### src/assert_macros.svh
// ----------------------------------------------------------------------------
// assertion macros
// shared concurrent assertion wrappers, compiled out with ASSERT_OFF
// ----------------------------------------------------------------------------
`ifndef ASSERT_MACROS_SVH
`define ASSERT_MACROS_SVH

`ifndef ASSERT_OFF

// checked while out of reset
`define ASSERT_RST(lbl, clk, rst_n, prop) \
  lbl: assert property (@(posedge clk) disable iff (!rst_n) (prop)) \
    else $error("assertion failed");

// checked at every edge, reset included
`define ASSERT_ALWAYS(lbl, clk, prop) \
  lbl: assert property (@(posedge clk) (prop)) else $error("assertion failed");

`else

`define ASSERT_RST(lbl, clk, rst_n, prop)
`define ASSERT_ALWAYS(lbl, clk, prop)

`endif

`endif

### src/rpp_pkg.sv
// ----------------------------------------------------------------------------
// rpp_pkg
// widths, fixed-point constants and types of the rotate and project pipeline
// ----------------------------------------------------------------------------
package rpp_pkg;

  // field widths
  localparam int ANG_W    = 16;
  localparam int COORD_W  = 32;
  localparam int CENTRE_W = 16;
  localparam int GAIN_W   = 32;
  localparam int RES_W    = 32;

  // config port
  localparam int CFG_W = 2;
  localparam int DATA_W = 32;
  localparam logic [CFG_W-1:0] CFG_CENTRE_U = 2'd0;
  localparam logic [CFG_W-1:0] CFG_CENTRE_V = 2'd1;
  localparam logic [CFG_W-1:0] CFG_GAIN_U   = 2'd2;
  localparam logic [CFG_W-1:0] CFG_GAIN_V   = 2'd3;

  localparam logic [CENTRE_W-1:0] CENTRE_RESET = '0;
  localparam logic [GAIN_W-1:0]   GAIN_RESET   = 32'h0001_0000;

  // angle path, Q.30
  localparam int ANG_SHIFT = 18;
  localparam int TH_W      = 36;
  localparam int CX_W      = 34;
  localparam int CZ_W      = 33;
  localparam int ATAN_W    = 30;
  localparam int ATAN_ENTRIES = 24;

  localparam int CORDIC_STAGES_DEF = 16;

  localparam logic signed [TH_W-1:0] Q30_PI      = 36'sd3373259426;
  localparam logic signed [TH_W-1:0] Q30_TWO_PI  = 36'sd6746518852;
  localparam logic signed [TH_W-1:0] Q30_HALF_PI = 36'sd1686629713;
  localparam logic signed [CX_W-1:0] Q30_INV_GAIN = 34'sd652032874;

  // truncated atan(2^-i) in Q.30
  localparam logic [ATAN_W-1:0] ATAN_Q30 [ATAN_ENTRIES] = '{
    30'd843314856, 30'd497837829, 30'd263043836, 30'd133525158,
    30'd67021686,  30'd33543515,  30'd16775850,  30'd8388437,
    30'd4194282,   30'd2097149,   30'd1048575,   30'd524287,
    30'd262143,    30'd131071,    30'd65535,     30'd32767,
    30'd16383,     30'd8191,      30'd4095,      30'd2047,
    30'd1023,      30'd511,       30'd255,       30'd127
  };

  // projection path
  localparam int PROD_W    = CX_W + COORD_W;     // cos*y, sin*z
  localparam int W_W       = PROD_W + 1;         // their difference, Q.46
  localparam int MAG_W     = 63;                 // magnitude fed to the gain
  localparam int U_SHIFT   = 30;                 // x to Q.46
  localparam int LO_W      = 32;                 // split of the magnitude
  localparam int HI_W      = MAG_W - LO_W;
  localparam int P_W       = MAG_W + GAIN_W;     // magnitude times gain, Q.62
  localparam int T_W       = P_W + 2;            // signed, centre added
  localparam int FRAC_BITS = 62;
  localparam int WHOLE_W   = T_W - FRAC_BITS;

  // one cordic cell's worth of state, coordinates travel alongside
  typedef struct packed {
    logic                      flip;
    logic signed [CX_W-1:0]    cx;
    logic signed [CX_W-1:0]    cy;
    logic signed [CZ_W-1:0]    cz;
    logic signed [COORD_W-1:0] px;
    logic signed [COORD_W-1:0] py;
    logic signed [COORD_W-1:0] pz;
  } rpp_cell_t;

endpackage

### src/rpp_cordic_cell.sv
// ----------------------------------------------------------------------------
// rpp_cordic_cell
// one rotation-mode cordic step, registered, steering the residual angle
// toward zero
// ----------------------------------------------------------------------------
module rpp_cordic_cell #(
  parameter int STAGE = 0
) (
  input  logic               clk_i,
  input  logic               rst_ni,
  input  logic               en_i,
  input  logic               valid_i,
  input  rpp_pkg::rpp_cell_t cell_i,
  output logic               valid_o,
  output rpp_pkg::rpp_cell_t cell_o
);
  import rpp_pkg::*;

  logic signed [CX_W-1:0] dx;
  logic signed [CX_W-1:0] dy;
  logic signed [CZ_W-1:0] da;
  rpp_cell_t              cell_d;
  rpp_cell_t              cell_q;
  logic                   valid_q;

  always_comb begin
    // arithmetic shifts round toward minus infinity
    dx = $signed(cell_i.cy) >>> STAGE;
    dy = $signed(cell_i.cx) >>> STAGE;
    da = $signed({{(CZ_W-ATAN_W){1'b0}}, ATAN_Q30[STAGE]});
    cell_d = cell_i;
    // zero residual counts as positive
    if (!cell_i.cz[CZ_W-1]) begin
      cell_d.cx = cell_i.cx - dx;
      cell_d.cy = cell_i.cy + dy;
      cell_d.cz = cell_i.cz - da;
    end else begin
      cell_d.cx = cell_i.cx + dx;
      cell_d.cy = cell_i.cy - dy;
      cell_d.cz = cell_i.cz + da;
    end
  end

  always_ff @(posedge clk_i or negedge rst_ni) begin
    if (!rst_ni) begin
      valid_q <= 1'b0;
    end else if (en_i) begin
      valid_q <= valid_i;
    end
  end

  always_ff @(posedge clk_i) begin
    if (en_i) begin
      cell_q <= cell_d;
    end
  end

  assign valid_o = valid_q;
  assign cell_o  = cell_q;

endmodule

### config.mk
export PLATFORM = sky130hd
export DESIGN_NAME = rpp_cordic_cell
export DESIGN_NICKNAME = d
export VERILOG_FILES = /design/src/assert_macros.svh /design/src/rpp_pkg.sv /design/src/rpp_cordic_cell.sv
export SDC_FILE = /design/constraint.sdc
export NUM_CORES = 1
export LEC_CHECK = 0
export BUFFER_PORTS_ARGS = -buffer_cell sky130_fd_sc_hd__buf_2
export CAP_MARGIN = 5
export CORE_UTILIZATION = 45
export CTS_CLUSTER_SIZE = 14
export DETAILED_ROUTE_END_ITERATION = 12
export GPL_TIMING_DRIVEN = 0
export HOLD_SLACK_MARGIN = 0.12
export PLACE_DENSITY = 0.73
export SLEW_MARGIN = 20
export SYNTH_ARGS = -nofsm -noshare
export SYNTH_HDL_FRONTEND = slang
export SYNTH_SLANG_ARGS = --single-unit
### constraint.sdc
create_clock -name clk_i -period 0.9 [get_ports clk_i]
set_input_delay 0.045 -clock clk_i [delete_from_list [all_inputs] [get_ports clk_i]]
set_output_delay 0.045 -clock clk_i [all_outputs]
set_load 0.01 [all_outputs]
==> results.yml <==
timing:
  fin_crit_sh_pct: 278
  rsz0062_at_grt: "true"
  worst_slack_ps: -1600
  finalSetupViolations: 355
  max_slew_margin_pct: 31.9
  hold_viol_final: 0
  max_slew.worst_pin.slew_ps: 1020
  clock-skew-final_ps: 0
  period_needed_ps: 2500
  final_max_slew_viol_count: 0
  fmax_ghz: 0.400
setup_path:
  cp.arrival_ps: 2720
  worstSetupPathType: "in2reg"
  startpoint_type: "input port"
  crit_family: "compound AO/OA/AOI/OAI gates"
  cpPeakStageDelay_ps: 440
  crit_slowest_cell: "a2111oi_4"
  critPathMaxFanout: 3
  critPathRequiredTime_ps: 1120
  cp-end-kind: "flop"
  path_buf_inv: 3
  cp_cell_sequence: "buf_12, buf_8, inv_12, ha_4, fa_2, nor2b_4, o31a_1, o21ai_4, o21ai_4, a211oi_4, o221ai_4, a2111oi_4, a31oi_2, xnor2_1"
  crit_path_frequent_cell: "o21ai_4"
synth:
  synth-xor-area-share_pct: 6.00
  synth_edf_count: 197
  async_reset_ff_share_pct: 0.505
  ys_ff_latch: 198
  synth_top_family_by_area: "compound AO/OA/AOI/OAI gates"
  syn_area_per_cell_um2: 10.4
  synthAdderAreaFrac_pct: 12.7
  yosysTopAreaCell: "edfxtp_1"
  synth_mux_area_share_pct: 1.76
  synthDistinctLibCells: 78
  ys.flop_type: "edfxtp_1"
  synth_simple_gate_area_share_pct: 9.36
  yosysSeqAreaShare_pct: 45.2
  mappedNetlistNets: 1598
  synth_compound_area_share_pct: 20.2
  yosysTopAreaCellShare_pct: 45.0
  syn_area_um2: 13100
  yosysWarnings: 0
  synth_area_leaders: "edfxtp_1 (45%), ha_1 (12%), a21oi_1 (5.3%)"
  synthCells: 1265
pwr:
  p_seq_share_pct: 36.7
  p_sw_share_pct: 34.9
  power_density_nw_per_um2: 1550
  p_clk_share_pct: 26.3
  ir_drop_v: 0.00150
  combPwrFrac_pct: 37.0
  power_mw: 32.5
  p_int_mw: 21.2
  p_sw_mw: 11.4
  p_leak_nw: 8.94
clocking:
  cts_tree: "yes"
  cts_buffer_depth: 2
  path_clk_slew_ps: 90
  cts-buffers-inserted: 17
  h-tree-depth: 4
  cts_root_buffer: "clkbuf_16"
  clkLatencyLatePin_ps: 460
  cts_sinks: 198
place:
  port_buffers: 400
  dp_hpwl_um: 33400
  place_congestion: 0.936
floorplanning:
  dieArea_um2: 29900
  initial_core_util_pct: 45.8
  num_rows: 62
  num_io_pins: 401
  die-width_um: 173
  fp.coreArea_um2: 28700
  die_h_um: 173
drt:
  totalWireLength_um: 52800
  wl_per_cell_um: 22.8
  vias_per_cell: 5.78
  drc: 0
  dr.pass1.iters: 5
  drtIter0Drc: 1251
  vias: 13400
  ant_nets: 0
global_routing:
  grt_max_degree: 107
  grt_remaining_overflow: 0
  grt_pass1_vias: 13200
  antenna_found_initial: 7
  grt_util_all_layers_pct: 33.0
  grt_pass1_wl_um: 75900
min_path:
  holdCritPathClass: "in2reg"
cells_and_area:
  area_delta_synth_final_pct: 59.5
  num-fill-cells: 1880
  drive_above_1_share_pct: 45.5
  nNetsFinal: 2245
  fin_util_pct: 73.1
run_status:
  status: "finished, violations left"
  violations: "setup timing"
run:
  maxCapViolCount: 0
## what timing repair did
item,in CTS,in global routing
setup endpoints to repair,399,385
hold endpoints to repair,212,104
hold buffers,104,1
buffers inserted,82,45
resized for setup,225,172
cloned,2,2
pin swaps,100,95
## cell usage in the layout, fill, tap and decap left out, types with 9 or more instances in the layout
master	count
a21oi_2	40
nor2_2	12
nor3_1	9
nor2_1	81
o21ai_2	21
o21ai_1	17
inv_1	90
nand4_1	14
mux2i_1	15
o21a_1	9
a211oi_1	9
xnor2_2	14
xnor2_1	58
dlygate4sd3_1	105
buf_4	76
nor2b_1	9
o21ai_0	34
a21oi_1	89
o211ai_1	13
edfxtp_1	197
ha_1	92
buf_2	374
ha_4	32
buf_6	77
clkbuf_16	23
xor2_1	14
clkbuf_1	9
o21bai_1	25
a21o_1	36
nand3_1	10
a21oi_4	10
nand2_1	43
## cell families after synthesis
family / Yosys count
compound gates: 409
simple gates: 256
flops: 198
buf+inv: 158
fa+ha+maj: 131
xor+xnor: 90
mux: 23
## power by group through the flow
stage               clock network (mW)  registers, mW  logic [mW]
floorplan                            0           12.7        4.67
global placement                     0           12.1        8.60
detailed placement                   0           12.1        8.67
CTS                               8.48           11.9        10.5
global route                      8.85           12.0        12.7
finish                            8.54           11.9        12.1
## layer usage
metal  vias to the layer above  part of all wire [%]  global-route usage [%]  wire, um
met1                      6460                    37                    38.1     19600
li1                       5923                     -                       -         -
met2                       791                    50                    59.0     26700
met3                       198                   7.1                    5.94      3740
met4                         0                   5.4                    15.4      2840
met5                         -                     0                       0         0
## sequential cells by signal, summed over array words and instances (netlist names)
name,cells
cell_o,197
valid_o,1
## path summary, 6_finish.rpt
check | start | endpoint | slack [ps] | depth (start not counted)
setup / recovery | cell_i[163] | cell_o[195] | -1600 | 14
hold / removal | cell_i[100] | cell_o[100] | 30 | 2
setup reg to reg | valid_o | valid_o | 160 | 1
hold reg to reg | valid_o | valid_o | 510 | 1
max in group asynchronous | rst_ni | valid_o | 360 | 3
min in group asynchronous | rst_ni | valid_o | 440 | 3
## final cells by class
class / instances / area [um2] / area share (%)
multi-input cells: 909 / 8430 / 40.2
flip-flops and latches: 198 / 5940 / 28.3
repair buffers: 629 / 4500 / 21.5
inverters: 111 / 499 / 2.38
well taps: 384 / 480 / 2.29
plain buffers: 46 / 460 / 2.20
clock buffers: 17 / 425 / 2.03
clock inverters: 15 / 219 / 1.04
diodes: 6 / 15.0 / 0.0716
## cell usage after synthesis, types with 13 or more instances
cell	count
o21ai_0	69
xnor2_1	73
clkbuf_1	24
inv_1	106
ha_1	127
o211ai_1	13
nor2_1	99
a211oi_1	18
nor3_1	13
edfxtp_1	197
o21bai_1	29
nand4_1	14
nor2b_1	16
a21oi_1	139
xor2_1	17
buf_2	14
mux2i_1	22
a21o_1	36
nand2_1	49
## stage by stage
stage	TNS (ps)	cells	area [um2]	hold slack, ps	worst slack [ps]
after floorplan	-90830	1265	13900	-251	-1610
after global placement	-693130	2049	16400	-179	-2850
after detailed placement	-228520	2050	16400	-179	-2490
after CTS	-113590	2269	19800	11.8	-1500
after global routing	-136200	2315	21000	35.2	-1650
final	-123240	2315	21000	32.7	-1600
No activity file was read; power rests on OpenSTA's default activity.
