$ cat src/assert_macros.svh
// ----------------------------------------------------------------------------
// assertion macros
// shared concurrent assertion wrappers, compiled out with ASSERT_OFF
// ----------------------------------------------------------------------------
`ifndef ASSERT_MACROS_SVH
`define ASSERT_MACROS_SVH

`ifndef ASSERT_OFF

// checked while out of reset
`define ASSERT_RST(lbl, clk, rst_n, prop) \
  lbl: assert property (@(posedge clk) disable iff (!rst_n) (prop)) \
    else $error("assertion failed");

// checked at every edge, reset included
`define ASSERT_ALWAYS(lbl, clk, prop) \
  lbl: assert property (@(posedge clk) (prop)) else $error("assertion failed");

`else

`define ASSERT_RST(lbl, clk, rst_n, prop)
`define ASSERT_ALWAYS(lbl, clk, prop)

`endif

`endif

$ cat src/rpp_pkg.sv
// ----------------------------------------------------------------------------
// rpp_pkg
// widths, fixed-point constants and types of the rotate and project pipeline
// ----------------------------------------------------------------------------
package rpp_pkg;

  // field widths
  localparam int ANG_W    = 16;
  localparam int COORD_W  = 32;
  localparam int CENTRE_W = 16;
  localparam int GAIN_W   = 32;
  localparam int RES_W    = 32;

  // config port
  localparam int CFG_W = 2;
  localparam int DATA_W = 32;
  localparam logic [CFG_W-1:0] CFG_CENTRE_U = 2'd0;
  localparam logic [CFG_W-1:0] CFG_CENTRE_V = 2'd1;
  localparam logic [CFG_W-1:0] CFG_GAIN_U   = 2'd2;
  localparam logic [CFG_W-1:0] CFG_GAIN_V   = 2'd3;

  localparam logic [CENTRE_W-1:0] CENTRE_RESET = '0;
  localparam logic [GAIN_W-1:0]   GAIN_RESET   = 32'h0001_0000;

  // angle path, Q.30
  localparam int ANG_SHIFT = 18;
  localparam int TH_W      = 36;
  localparam int CX_W      = 34;
  localparam int CZ_W      = 33;
  localparam int ATAN_W    = 30;
  localparam int ATAN_ENTRIES = 24;

  localparam int CORDIC_STAGES_DEF = 16;

  localparam logic signed [TH_W-1:0] Q30_PI      = 36'sd3373259426;
  localparam logic signed [TH_W-1:0] Q30_TWO_PI  = 36'sd6746518852;
  localparam logic signed [TH_W-1:0] Q30_HALF_PI = 36'sd1686629713;
  localparam logic signed [CX_W-1:0] Q30_INV_GAIN = 34'sd652032874;

  // truncated atan(2^-i) in Q.30
  localparam logic [ATAN_W-1:0] ATAN_Q30 [ATAN_ENTRIES] = '{
    30'd843314856, 30'd497837829, 30'd263043836, 30'd133525158,
    30'd67021686,  30'd33543515,  30'd16775850,  30'd8388437,
    30'd4194282,   30'd2097149,   30'd1048575,   30'd524287,
    30'd262143,    30'd131071,    30'd65535,     30'd32767,
    30'd16383,     30'd8191,      30'd4095,      30'd2047,
    30'd1023,      30'd511,       30'd255,       30'd127
  };

  // projection path
  localparam int PROD_W    = CX_W + COORD_W;     // cos*y, sin*z
  localparam int W_W       = PROD_W + 1;         // their difference, Q.46
  localparam int MAG_W     = 63;                 // magnitude fed to the gain
  localparam int U_SHIFT   = 30;                 // x to Q.46
  localparam int LO_W      = 32;                 // split of the magnitude
  localparam int HI_W      = MAG_W - LO_W;
  localparam int P_W       = MAG_W + GAIN_W;     // magnitude times gain, Q.62
  localparam int T_W       = P_W + 2;            // signed, centre added
  localparam int FRAC_BITS = 62;
  localparam int WHOLE_W   = T_W - FRAC_BITS;

  // one cordic cell's worth of state, coordinates travel alongside
  typedef struct packed {
    logic                      flip;
    logic signed [CX_W-1:0]    cx;
    logic signed [CX_W-1:0]    cy;
    logic signed [CZ_W-1:0]    cz;
    logic signed [COORD_W-1:0] px;
    logic signed [COORD_W-1:0] py;
    logic signed [COORD_W-1:0] pz;
  } rpp_cell_t;

endpackage

$ cat src/rpp_reduce.sv
// ----------------------------------------------------------------------------
// rpp_reduce
// takes the angle to Q.30, wraps it into [-pi, pi) and folds it into
// [-pi/2, pi/2], loading the first cordic cell
// ----------------------------------------------------------------------------
`include "assert_macros.svh"

module rpp_reduce (
  input  logic                              clk_i,
  input  logic                              rst_ni,
  input  logic                              en_i,
  input  logic                              valid_i,
  input  logic signed [rpp_pkg::ANG_W-1:0]   angle_i,
  input  logic signed [rpp_pkg::COORD_W-1:0] x_i,
  input  logic signed [rpp_pkg::COORD_W-1:0] y_i,
  input  logic signed [rpp_pkg::COORD_W-1:0] z_i,
  output logic                              valid_o,
  output rpp_pkg::rpp_cell_t                cell_o
);
  import rpp_pkg::*;

  logic signed [TH_W-1:0] theta0;
  logic signed [TH_W-1:0] theta1;
  logic signed [TH_W-1:0] theta2;
  logic                   flip;
  rpp_cell_t              cell_d;
  rpp_cell_t              cell_q;
  logic                   valid_q;

  always_comb begin
    theta0 = {{(TH_W-ANG_W-ANG_SHIFT){angle_i[ANG_W-1]}}, angle_i, {ANG_SHIFT{1'b0}}};

    // one wrap is enough for the whole angle range
    if (theta0 >= Q30_PI) begin
      theta1 = theta0 - Q30_TWO_PI;
    end else if (theta0 < -Q30_PI) begin
      theta1 = theta0 + Q30_TWO_PI;
    end else begin
      theta1 = theta0;
    end

    // fold into the right half plane, sin and cos change sign
    if (theta1 > Q30_HALF_PI) begin
      theta2 = theta1 - Q30_PI;
      flip   = 1'b1;
    end else if (theta1 < -Q30_HALF_PI) begin
      theta2 = theta1 + Q30_PI;
      flip   = 1'b1;
    end else begin
      theta2 = theta1;
      flip   = 1'b0;
    end

    cell_d.flip = flip;
    cell_d.cx   = Q30_INV_GAIN;
    cell_d.cy   = '0;
    cell_d.cz   = theta2[CZ_W-1:0];
    cell_d.px   = x_i;
    cell_d.py   = y_i;
    cell_d.pz   = z_i;
  end

  always_ff @(posedge clk_i or negedge rst_ni) begin
    if (!rst_ni) begin
      valid_q <= 1'b0;
    end else if (en_i) begin
      valid_q <= valid_i;
    end
  end

  always_ff @(posedge clk_i) begin
    if (en_i) begin
      cell_q <= cell_d;
    end
  end

  assign valid_o = valid_q;
  assign cell_o  = cell_q;

  `ASSERT_RST(a_fold_range, clk_i, rst_ni,
    valid_q |-> ($signed(cell_q.cz) <= $signed(Q30_HALF_PI[CZ_W-1:0]) &&
                 $signed(cell_q.cz) >= -$signed(Q30_HALF_PI[CZ_W-1:0])))

endmodule

$ cat config.mk
export PLATFORM = sky130hd
export DESIGN_NAME = rpp_reduce
export DESIGN_NICKNAME = d
export VERILOG_FILES = /design/src/rpp_pkg.sv /design/src/rpp_reduce.sv
export VERILOG_INCLUDE_DIRS = /design/src /design/src/src
export SDC_FILE = /design/constraint.sdc
export NUM_CORES = 1
export LEC_CHECK = 0
export ABC_AREA = 0
export BUFFER_PORTS_ARGS = -buffer_cell sky130_fd_sc_hd__buf_2
export CORE_MARGIN = 4
export CORE_UTILIZATION = 40
export CTS_CLUSTER_SIZE = 20
export DETAILED_ROUTE_END_ITERATION = 6
export PLACE_DENSITY = 0.69
export SLEW_MARGIN = 20
export SYNTH_ARGS = -nofsm -noshare
export SYNTH_HDL_FRONTEND = slang
export SYNTH_SLANG_ARGS = --single-unit
export TNS_END_PERCENT = 30
$ cat constraint.sdc
create_clock -name clk_i -period 0.8 [get_ports clk_i]
set_input_delay 0.16 -clock clk_i [delete_from_list [all_inputs] [get_ports clk_i]]
set_output_delay 0.16 -clock clk_i [all_outputs]
set_load 0.05 [all_outputs]
==> impl_metrics.toml <==
[place]
post_dp_cell_area_um2 = 7831
dp.cells = 935
gp_congestion = 0.8835
portBuffers = 245
dp_hpwl_um = 13750

[clocking]
tritoncts = "built"
htree_levels = 4
cts_root_buf = "clkbuf_16"
clk_pin_slew_worst_paths_ns = 0.06
clock_latency_ns = 0.41
clock-sinks = 122
numCtsBuffers = 17
clock_path_buffers = 2

[synthesis]
yosysUniqueCellTypes = 71
synth_area_um2 = 5819
syn_avg_cell_area_um2 = 13.82
yosys.area.top_type = "edfxtp_1"
synth-seq-area-share_pct = 62.87
ys.flop_type = "edfxtp_1"
synth_area_leaders = "edfxtp_1, buf_4, xnor2_1"
yosysWarnings = 0
synthArstFlopShare_pct = 0.8197
syn_inst = 421
yosysTopAreaCellShare_pct = 62.44
synth_edf_count = 121
ys_ff_latch = 122

[cells_and_area]
fillCellCount = 779
final_util_pct = 76.04
final_design_area_no_fill_um2 = 10680
layout-drive-gt1-share_pct = 52.70
post_layout_nonfiller_instances = 1091
nets = 1015
synthToLayoutAreaGrowth_pct = 83.49

[worst_setup_path]
critPathMaxFanout = 18
path_class = "in2reg"
cp_top_family = "compound AO/OA/AOI/OAI gates"
worst-path-buf-inv = 4
path_cells = "buf_6 > nand4b_4 > or4_4 > o211a_4 > buf_6 > a22oi_2 > xor2_2 > a311o_1 > a31oi_2 > o31ai_2 > buf_12 > buf_4 > o32ai_4 > xnor2_1"
cp_data_arrival_time_ns = 3.05
slowest_delay_ns = 0.47
cp-end-kind = "flip-flop"
critPathLaunchType = "input pin"
cp_slowest_cell = "or4_4"
critPathRequiredTime_ns = 0.94
crit_top_cell = "buf_6"

[route]
ant_nets = 0
routed_wirelength_um = 27080
detail_route.wl_per_cell_um = 24.82
vias = 5810
drt-initial-drc-count = 730
drc = 0
via_per_inst = 5.325
drt-pass1-iter-count = 7

[global_route]
grt-ovfl-total = 0
grt_pass1_wl_um = 34690
first_global_vias = 5676
grt_max_degree = 24
antenna_found_initial = 5
grtUsageMet1_pct = 31.32
grt-busiest-layer = "met2"
grt_util_met3_pct = 7.181
use_met2_pct = 50.54
grt_usage_pct = 28.11

[status]
status = "finished, violations left"
failed_checks = "setup timing"

[timing]
final-setup-viol-count = 155
whs_ns = 0.06720
worst_slack_ns = -2.105
final.period_utilization_pct = 363.1
max_freq_mhz = 344.2
rsz0062_at_grt = "true"
hold_viol = 0
fin_crit_ns = 2.905
skew_ns = 0
drv_slew = 0

[floorplanning]
core_um2 = 14040
fp.dieW_um = 128.6
ios = 315
dieArea_um2 = 16540
rows = 43
die_h_um = 128.6
start_util_pct = 41.44

[pwr]
irDropWorstVdd_mv = 1.711
power_uw = 25240
power_density_nw_per_um2 = 2363
p_leak_uw = 0.004636

[min_path]
hp-class = "in2async"

[flow_run]
max_cap_violations = 0
-- flip-flops by register name, indices dropped and copies added, names as in the netlist --
register,cells
valid_o,1
cell_o,121
-- through the flow --
| stage | setup WS, ns | TNS (ns) |
|---|---|---|
| CTS | -1.920 | -90.41 |
| global placement | -2.290 | -65.91 |
| detailed placement | -2.403 | -68.85 |
| floorplan | -2.203 | -53.88 |
| global route | -2.184 | -102.50 |
| finish | -2.105 | -97.16 |
-- timing repair --
item / CTS / global route
setup endpoints to repair: 155 / 155
cloned: 1 / 0
hold endpoints to repair: 98 / 0
pin swaps: 10 / 13
gates resized for setup: 271 / 47
hold buffers: 98 / 0
setup buffers: 19 / 4
-- final timing paths --
path,start,to,slack (ns),cells past startpoint
worst min-delay path,rst_ni,valid_o,0.07,2
worst min register to register,valid_o,valid_o,0.55,1
worst max-delay path,angle_i[13],cell_o[122],-2.11,14
max in group asynchronous,rst_ni,valid_o,0.65,2
min in group clk_i,en_i,cell_o[88],0.21,2
worst max register to register,valid_o,valid_o,0.03,1
-- placed cells by master, fill, tap and decap left out, drive strengths merged, types with 4 or more instances in the layout --
| master | synthesis | layout |
|---|---|---|
| buf | 92 | 382 |
| edfxtp | 121 | 121 |
| dlygate4sd3 | 0 | 98 |
| conb | 2 | 69 |
| xnor2 | 19 | 19 |
| clkbuf | 1 | 18 |
| o21ai | 18 | 18 |
| nor2 | 15 | 15 |
| nand2 | 15 | 15 |
| inv | 9 | 14 |
| a21oi | 13 | 13 |
| xor2 | 10 | 10 |
| a31oi | 7 | 7 |
| nand2b | 6 | 6 |
| and3 | 6 | 6 |
| nor3 | 6 | 6 |
| ha | 5 | 5 |
| o211ai | 5 | 5 |
| nand3 | 5 | 5 |
| diode | 0 | 4 |
| clkinvlp | 0 | 4 |
| o31ai | 4 | 4 |
-- cell type report --
type,count,area (µm²),area share (%)
Sequential cell,122,3659,34.26
Antenna cell,4,10.01,0.09374
Multi-Input combinational cell,264,1984,18.58
Clock inverter,14,162.7,1.523
Timing Repair Buffer,480,4172,39.07
Inverter,9,36.28,0.3398
Clock buffer,18,429.2,4.019
Tap cell,180,225.2,2.109
-- cells by family (layout without fill, tap and decap cells) --
logic type | count (synthesis) | count (layout) | synth area share (%)
XOR/XNOR | 29 | 29 | 4.365
buffers and inverters | 102 | 521 | 12.47
AO/OA/AOI/OAI | 84 | 84 | 11.03
flip-flops | 122 | 122 | 62.87
AND/OR/NAND/NOR | 74 | 74 | 7.525
adder cells (fa/ha/maj) | 5 | 5 | 1.075
other | 2 | 73 | 0.1291
multiplexers | 3 | 3 | 0.5375
-- metal layers --
metal,routed length [µm],vias to the layer above
met5,19,-
met4,1431,2
met3,2636,121
met2,14000,521
met1,8984,2788
li1,-,2378
-- cell usage after synthesis (all sizes together) (2+ instances only) --
cell,instances
a211oi,3
a21boi,2
a21oi,13
a22oi,2
a2bb2oi,2
a311o,2
a31oi,7
a32oi,3
and2,3
and3,6
buf,92
conb,2
edfxtp,121
ha,5
inv,9
mux2i,2
nand2,15
nand2b,6
nand3,5
nand4,2
nor2,15
nor3,6
nor3b,2
nor4,3
o211ai,5
o21a,2
o21ai,18
o21bai,2
o22ai,3
o31a,2
o31ai,4
o32ai,3
or2,2
or3,3
xnor2,19
xor2,10
-- where the power goes --
part | switching [µW] | internal, µW
clock | 3300 | 4660
sequential | 502 | 7860
combinational | 5560 | 3340
Power figures use the tool's default switching activity.
